<file path="src/hw/rtl/utf8d_pkg.sv">
`timescale 1ns / 1ps
// ----------------------------------------------------------------------------
// utf8d_pkg: shared types and constants for the UTF-8 codepoint decoder
// Holds the decoder state record, the per-byte decode result and the
// replacement codepoint.
// ----------------------------------------------------------------------------
package utf8d_pkg;

	localparam int unsigned CP_W      = 21;
	localparam int unsigned PARTIAL_W = 15;
	localparam int unsigned PEND_W    = 2;

	// Replacement character for bad or truncated sequences
	localparam logic [CP_W-1:0] INVALID_CP = 21'h00FFFD;

	// Open-sequence state: continuation bytes still expected and gathered bits
	typedef struct packed {
		logic [PEND_W-1:0]    pending;
		logic [PARTIAL_W-1:0] bits;
	} utf8d_state_t;

	// Outcome of decoding one byte
	typedef struct packed {
		logic            emit;
		logic [CP_W-1:0] codepoint;
		logic            malformed;
	} utf8d_result_t;

endpackage

</file>
<file path="src/hw/rtl/utf8_codepoint_decoder.sv">
`timescale 1ns / 1ps
// ----------------------------------------------------------------------------
// utf8_codepoint_decoder: UTF-8 byte stream to codepoint decoder
// Registers incoming bytes, decodes them against the open-sequence state and
// presents completed codepoints from an output register.
// ----------------------------------------------------------------------------
// The decoder takes one byte request per cycle while in_ready is high and
// returns at most one codepoint per byte: ASCII bytes come out at once,
// multi-byte sequences come out on their last continuation byte, and bytes
// that only extend an open sequence return nothing. An accepted byte lands in
// the input register and its result then in the result register, from which
// the codepoint shows on the output. The sustained rate is one byte per
// cycle while the output side is not stalled, set by the state update in
// the decode step. Malformed input (a bad lead byte, a non-continuation
// byte inside a sequence, which is consumed, or a sequence still open on the
// byte flagged end_of_text) returns 0xFFFD with malformed set. No overlong
// or surrogate checks are made. in_ready drops only while both the input
// register and the output register hold requests and the output side is
// stalled.
// ----------------------------------------------------------------------------
module utf8_codepoint_decoder
	import utf8d_pkg::*;
(
	input  logic            clk,
	input  logic            arst_n,
	input  logic            in_valid,
	output logic            in_ready,
	input  logic [7:0]      text_byte,
	input  logic            end_of_text,
	output logic            out_valid,
	input  logic            out_ready,
	output logic [CP_W-1:0] codepoint,
	output logic            malformed
);

	// input register stage
	logic          valid_s1;
	logic [7:0]    byte_s1;
	logic          last_s1;

	// sequence state and result register
	utf8d_state_t  seq_q;
	utf8d_state_t  seq_nxt;
	utf8d_result_t dec_res;
	logic          valid_s2;
	logic [CP_W-1:0] cp_s2;
	logic          bad_s2;

	logic          out_free;
	logic          s1_fire;

	// result register can load when empty or being drained this cycle
	assign out_free = !valid_s2 || out_ready;
	// the stage-one byte is decoded whenever its result has somewhere to go
	assign s1_fire  = valid_s1 && out_free;
	assign in_ready = !valid_s1 || out_free;

	utf8d_decode u_decode (
		.text_byte   (byte_s1),
		.end_of_text (last_s1),
		.cur         (seq_q),
		.nxt         (seq_nxt),
		.res         (dec_res)
	);

	// Advance the input register; hold it while the result side is stalled
	always_ff @(posedge clk or negedge arst_n) begin
		if (!arst_n) begin
			valid_s1 <= 1'b0;
		end else if (in_ready) begin
			valid_s1 <= in_valid;
		end
	end

	always_ff @(posedge clk) begin
		if (in_ready && in_valid) begin
			byte_s1 <= text_byte;
			last_s1 <= end_of_text;
		end
	end

	// Update the sequence state once per decoded byte
	always_ff @(posedge clk or negedge arst_n) begin
		if (!arst_n) begin
			seq_q <= '0;
		end else if (s1_fire) begin
			seq_q <= seq_nxt;
		end
	end

	// Load a result only for bytes that produce one; drop it once taken
	always_ff @(posedge clk or negedge arst_n) begin
		if (!arst_n) begin
			valid_s2 <= 1'b0;
		end else if (out_free) begin
			valid_s2 <= s1_fire && dec_res.emit;
		end
	end

	always_ff @(posedge clk) begin
		if (s1_fire && dec_res.emit) begin
			cp_s2  <= dec_res.codepoint;
			bad_s2 <= dec_res.malformed;
		end
	end

	assign out_valid = valid_s2;
	assign codepoint = cp_s2;
	assign malformed = bad_s2;

endmodule

</file>
<file path="src/hw/rtl/utf8d_decode.sv">
`timescale 1ns / 1ps
// ----------------------------------------------------------------------------
// utf8d_decode: one-byte UTF-8 decode step
// Combinational update of the sequence state for one byte, and the codepoint
// it completes, if any.
// ----------------------------------------------------------------------------
module utf8d_decode
	import utf8d_pkg::*;
(
	input  logic [7:0]    text_byte,
	input  logic          end_of_text,
	input  utf8d_state_t  cur,
	output utf8d_state_t  nxt,
	output utf8d_result_t res
);

	logic [CP_W-1:0]   acc;
	logic [PEND_W-1:0] pend_dec;

	assign acc      = {cur.bits, text_byte[5:0]};
	assign pend_dec = cur.pending - PEND_W'(1);

	always_comb begin
		nxt           = cur;
		res.emit      = 1'b0;
		res.codepoint = INVALID_CP;
		res.malformed = 1'b0;
		if (cur.pending == '0) begin
			case (text_byte) inside
				8'b0???????: begin
					res.emit      = 1'b1;
					res.codepoint = CP_W'(text_byte);
				end
				8'b110?????: begin
					nxt.pending = PEND_W'(1);
					nxt.bits    = PARTIAL_W'(text_byte[4:0]);
				end
				8'b1110????: begin
					nxt.pending = PEND_W'(2);
					nxt.bits    = PARTIAL_W'(text_byte[3:0]);
				end
				8'b11110???: begin
					nxt.pending = PEND_W'(3);
					nxt.bits    = PARTIAL_W'(text_byte[2:0]);
				end
				default: begin
					// stray continuation or 11111xxx in lead position
					res.emit      = 1'b1;
					res.malformed = 1'b1;
				end
			endcase
			// lead byte flagged last leaves the sequence truncated
			if (nxt.pending != '0 && end_of_text) begin
				nxt           = '0;
				res.emit      = 1'b1;
				res.malformed = 1'b1;
			end
		end else if (text_byte[7:6] != 2'b10) begin
			// consume the bad byte and close the sequence
			nxt           = '0;
			res.emit      = 1'b1;
			res.malformed = 1'b1;
		end else if (pend_dec == '0) begin
			nxt           = '0;
			res.emit      = 1'b1;
			res.codepoint = acc;
		end else begin
			nxt.pending = pend_dec;
			nxt.bits    = acc[PARTIAL_W-1:0];
			if (end_of_text) begin
				nxt           = '0;
				res.emit      = 1'b1;
				res.malformed = 1'b1;
			end
		end
	end

endmodule

</file>
<file path="config.mk">
export PLATFORM = sky130hd
export DESIGN_NAME = utf8_codepoint_decoder
export DESIGN_NICKNAME = d
export VERILOG_FILES = /design/src/hw/rtl/utf8d_pkg.sv /design/src/hw/rtl/utf8_codepoint_decoder.sv /design/src/hw/rtl/utf8d_decode.sv
export SDC_FILE = /design/constraint.sdc
export NUM_CORES = 1
export LEC_CHECK = 0
export BUFFER_PORTS_ARGS = -buffer_cell sky130_fd_sc_hd__buf_2
export CELL_PAD_IN_SITES_DETAIL_PLACEMENT = 1
export CELL_PAD_IN_SITES_GLOBAL_PLACEMENT = 1
export CORE_MARGIN = 3
export CORE_UTILIZATION = 42
export CTS_BUF_LIST = sky130_fd_sc_hd__clkbuf_4
export DETAILED_ROUTE_END_ITERATION = 8
export GPL_TIMING_DRIVEN = 0
export PLACE_DENSITY = 0.89
export SLEW_MARGIN = 15
export SYNTH_ARGS = -nofsm -noshare
export SYNTH_HDL_FRONTEND = slang
export SYNTH_SLANG_ARGS = --single-unit
</file>
<file path="constraint.sdc">
create_clock -name clk -period 2.2 [get_ports clk]
set_input_delay 0 -clock clk [delete_from_list [all_inputs] [get_ports clk]]
set_output_delay 0 -clock clk [all_outputs]
set_load 0.01 [all_outputs]
</file>
After elaboration in Yosys (flattened, before gate mapping)

Index checks and enable logic that the tools add are counted.

Add/sub/neg operators: 1
$mul: 0
Divide/modulo/power cells: 0
$lt $le $gt $ge: 0
Equality and inequality tests: 6
Shift operators: 0
Muxes and demuxes: 26
Bitwise logic cells: 0
Reductions and logical operators: 12

Operators with widths:

| cell                                                               | count |
|---|---|
| 17-bit 2-to-1 mux                                                  | 10 |
| 21-bit 2-to-1 mux                                                  | 2 |
| 23-bit 2-to-1 mux                                                  | 1 |
| 16-bit 2-to-1 mux                                                  | 1 |
| 1-bit 2-to-1 mux                                                   | 12 |
| 5-bit == test, second input constant                               | 1 |
| 5-bit inequality test, second input constant                       | 1 |
| 4-bit == test, second input constant                               | 1 |
| 1-bit logical AND                                                  | 4 |
| 2-bit logical NOT                                                  | 2 |
| 3-bit == test, second input constant                               | 1 |
| 3-bit inequality test, second input constant                       | 1 |
| 3-bit AND reduction                                                | 1 |
| 1-bit logical NOT                                                  | 2 |
| 1-bit logical OR                                                   | 2 |
| 2-bit inequality test, second input constant                       | 1 |
| 2-bit nonzero test                                                 | 1 |
| 2-bit by 1-bit subtractor with 2-bit output, second input constant | 1 |

Bits in registers: 50
Latch bits: 0
Bits in writable memories: 0
Memory bits (read-only): 0
Bits of input ports: 13
Word-level logic and storage cells: 53
Memories: 0

Depth between registers and ports, before layout

Depth after elaboration: 11
Mapped depth: 8

Cells and area by module

From an unflattened synthesis, not the netlist that was laid out.

Cells, all modules: 175
Area total of the unflattened synthesis: 2358.5 µm²

Modules (own cells, without submodules):

| module                 | times used | cells each | area an instance (µm²) |
|---|---|---|---|
| utf8_codepoint_decoder | 1          | 77         | 1716.6 |
| utf8d_decode           | 1          | 98         | 641.9 |

Least setup slack after synthesis

Ideal clock, no wire load.

Path type: register to register
Start: register seq_q[15] (netlist name)
End: register cp_s2[0], in the netlist codepoint[0] (enable)
Library setup time: 0.401 ns
Data arrival time: 2.048 ns
Data required time: 1.799 ns
Slack: -0.248 ns
Cell stages (with the launch flop): 8
Path buffers: 2
Cell sequence: dfrtp_1 -> inv_1 -> ha_1 -> buf_6 -> or3_1 -> buf_6 -> o22ai_2 -> nor2_1

Cells in the longest elaborated chain, start to end: 10

RTL lines:

| what                           | RTL line                      | RTL |
|---|---|---|
| start: declaration             | utf8_codepoint_decoder.sv:42  | `utf8d_state_t seq_q;` |
| start signal: assignment       | utf8_codepoint_decoder.sv:87  | `seq_q <= seq_nxt;` |
| 17-bit 2-to-1 mux (4 in a row) | utf8d_decode.sv:29            | `case (text_byte) inside` |
| 17-bit 2-to-1 mux              | utf8d_decode.sv:28            | `if (cur.pending == '0) begin` |
| 2-bit nonzero test             | utf8d_decode.sv:53            | `if (nxt.pending != '0 && end_of_text) begin` |
| 1-bit logical AND              | utf8d_decode.sv:53            |  |
| 1-bit 2-to-1 mux               | utf8d_decode.sv:53            |  |
| 23-bit 2-to-1 mux *            | utf8d_decode.sv:28            |  |
| 1-bit logical AND *            | utf8_codepoint_decoder.sv:101 | `if (s1_fire && dec_res.emit) begin` |
| end signal: assignment         | utf8_codepoint_decoder.sv:102 | `cp_s2 <= dec_res.codepoint;` |
| end: declaration               | utf8_codepoint_decoder.sv:46  | `logic [CP_W-1:0] cp_s2;` |

Every way passes the cells marked *; elsewhere a longest branch is shown, timed or not. The select of a mux whose other input is x is not followed.
A chain may end at the register's enable or synchronous reset.

Worst setup path in the final report

Start: register seq_q[15] (netlist name)
End: register cp_s2[11], in the netlist codepoint[11] (enable)

Same word-level chain as after synthesis.

==> results by group <==
Finish
  • Syn-to-layout area delta: 22.79%
  • Final Non-Filler Cells: about 300
  • Layout cell share with drive strength beyond 1: 0.3174
  • # diodes: 0
  • Layout Utilization: 0.5513
  • Nets: 244

Drt
  • Vias per cell: 5.108
  • ANT nets after route: 0
  • 1st-iter DRT viols: 55
  • WL/cell: 16.11 um
  • DR DRC count: 0
  • Via Count: approximately 1.5k
  • Total Wirelength: 4785 um
  • DRT Pass-1 Iters: 4

Critical path
  • Crit path max-delay cell type: dfrtp_1
  • Worst setup EP type: flop
  • Worst EP arrival: 2200 ps
  • Crit path kind: reg -> reg
  • Crit path required time: 2330 ps
  • Max stage delay on crit path: 420 ps
  • Critical Path Start Type: flop
  • R2r setup slk: ~120 ps
  • Crit path top cell by count: buf_6
  • Crit path cell chain: inv_1 -> ha_1 -> buf_6 -> or3_1 -> buf_6 -> o22ai_4 -> nor2_4
  • Crit path buf inv count: 3
  • Crit path max fanout: 11
  • Top delay family on crit path: simple AND/OR/NAND/NOR gates

Synth
  • Syn Nets: approximately 190
  • Sequential element share of the synthesized area: 0.6419
  • Avg Inst Size Synth: 12.74 um^2
  • Async set-reset flop share out of synthesis: 0.3800
  • Top FF cell, synth: edfxtp_1
  • Synth cell types: 40
  • Seq cells post-synth: 50
  • EDFF count, synth: 31
  • Ys Warns: 0
  • Post-Syn Area: 2191 um^2
  • Post-Syn Instances: roughly 170

Clocking
  • CTS tree: done
  • Clock transition at path regs: 150 ps
  • Clk Latency, worst-skew pair: 390 ps
  • Clock tree buffer depth: 2
  • CTS Buf Count: 5
  • H-tree depth: 2
  • CTS Sinks: 50
  • Root Driver: clkbuf_4

Global routing
  • First-pass GRT wire length: 7859 um
  • Busiest layer in global routing: met2
  • Initial antenna violation count: 0
  • GR Overflow Total: 0
  • Met3 Resource Use GR: 0.03555
  • Largest net degree at the start of global routing: 23
  • Met2 Use GR: 0.2988
  • Total GRT Usage: 0.1652
  • Number of global-route vias before repair: 1648
  • Grt met1 use: 0.1885

Pwr
  • Peak supply drop: 360.5 uV
  • P per Cell Area: 806.6 nW/um^2
  • Power, Total: 2.170 mW
  • Pleak: 1.141 nW

Die
  • Die H: 78.23 um
  • Chip Width: 78.23 um
  • Area of the core: 4880 um^2
  • Num rows: 25
  • # IOs: 37
  • Initial core utilization: 0.4490
  • Full die area: 6119 um^2

STA
  • RSZ-0062 raised after global routing: false
  • Worst setup margin: 124.9 ps
  • Clk_skew: 18.07 ps
  • Fin. Hold Viols: 0
  • Slew Limit Fails: 0
  • Minimum clock period: 2075 ps
  • Fmax: 481.9 MHz
  • Setup-failing EPs final: 0
  • Worst slew pin tran: 469.2 ps
  • Relative slew slack: 0.6872
  • Final Cycle Share: 0.9432

Min path
  • Worst hold path type: in -> reg

Place
  • IO Port Bufs: 36
  • DP Wirelength: 3274 um
  • GP Congestion: between 0.8 and 0.9
  • DP Worst Slack: -298.8 ps
  • Placed cell count: 275

Flow run
  • Max Cap Violations: 0

Outcome
  • Status: completed
[sequential cells by signal (all words and copies together) (netlist names)]
signal	flops
byte_s1	8
seq_q	17
codepoint	21
malformed	1
out_valid	1
valid_s1	1
last_s1	1
[path summary, 6_finish.rpt]
path,from,cells after the start,endpoint
setup / recovery,seq_q[15],7,codepoint[11]
hold / removal,out_ready,3,out_valid
setup reg to reg,seq_q[15],7,codepoint[11]
hold reg to reg,seq_q[11],2,seq_q[11]
max in group asynchronous,arst_n,2,seq_q[5]
min in group asynchronous,arst_n,2,out_valid
[area by class of cell]
type / instances / area (um^2)
Fill cell: 521 / 2190
Buffer: 8 / 63.81
Tap cell: 67 / 83.83
Sequential cell: 50 / 1406
Multi-Input combinational cell: 100 / 694.4
Inverter: 15 / 56.30
Clock buffer: 5 / 37.54
Clock inverter: 3 / 42.54
Timing Repair Buffer: 49 / 305.3
[power by group]
part           total, mW  switching, mW  internal (mW)
Clock              0.537          0.297          0.240
Sequential          1.15         0.0399           1.11
Combinational      0.478          0.281          0.197
Total               2.17          0.619           1.55
[stage by stage]
step | area [um^2] | setup TNS [ps] | hold WS, ps
floorplan | 2193 | 0 | -295.6
finish | 2690 | 0 | 23.07
global placement | 2457 | -4848 | -27.43
CTS | 2653 | 0 | 34.73
detailed placement | 2457 | -6537 | -16.19
global route | 2690 | 0 | 65.59
[layout by cell type (no fill, tap or decap), drive strengths merged, types with 5 or more instances in the layout]
master,n
dfrtp,19
inv,16
edfxtp,31
a21oi,5
buf,44
nand2,11
o21ai,5
clkbuf,7
or2,5
nand2b,5
mux2,6
nor3,5
nor2,23
dlygate4sd3,11
mux2i,9
[worst min-delay path: stages]
cell	delay (ps)
buf_2	70
nand2b_1	190
o21ai_0	120
[Yosys cell counts (all sizes together), types with 2 or more instances]
cell / instances / share of area
a22oi: 2 / 0.0091
nand3: 2 / 0.010
nor3: 5 / 0.011
ha: 2 / 0.011
mux2: 6 / 0.033
o21ai: 5 / 0.011
edfxtp: 31 / 0.42
clkbuf: 2 / 0.0034
o211ai: 2 / 0.0091
and3: 2 / 0.0080
nor2: 22 / 0.041
buf: 6 / 0.025
dfrtp: 19 / 0.22
nand2: 11 / 0.019
a21oi: 5 / 0.011
a311oi: 2 / 0.0080
o31ai: 2 / 0.0069
or3: 2 / 0.0057
mux2i: 9 / 0.041
nand2b: 5 / 0.014
inv: 15 / 0.026
o22ai: 2 / 0.0086
or2: 5 / 0.014
[logic make-up after synthesis]
family,after synthesis,share of synthesized area
AOI/OAI and AO/OA,24,0.08053
muxes,15,0.07367
buffers and inverters,23,0.05425
DFF,50,0.6419
and+or+nand+nor,58,0.1382
adders and majority gates,2,0.01142
[routing by layer]
metal,wire (um),part of all wire
met1,1940,0.41
met2,2484,0.52
met3,277,0.058
met4,83,0.017
met5,0,0
[repair_timing]
item	CTS	global route
endpoints found under the setup margin	22	32
resized for setup	1	5
hold buffers	11	0
hold endpoints to repair	29	0
setup buffers	0	2
gates cloned	0	1
pin swaps	0	1
Power figures use the tool's default switching activity.
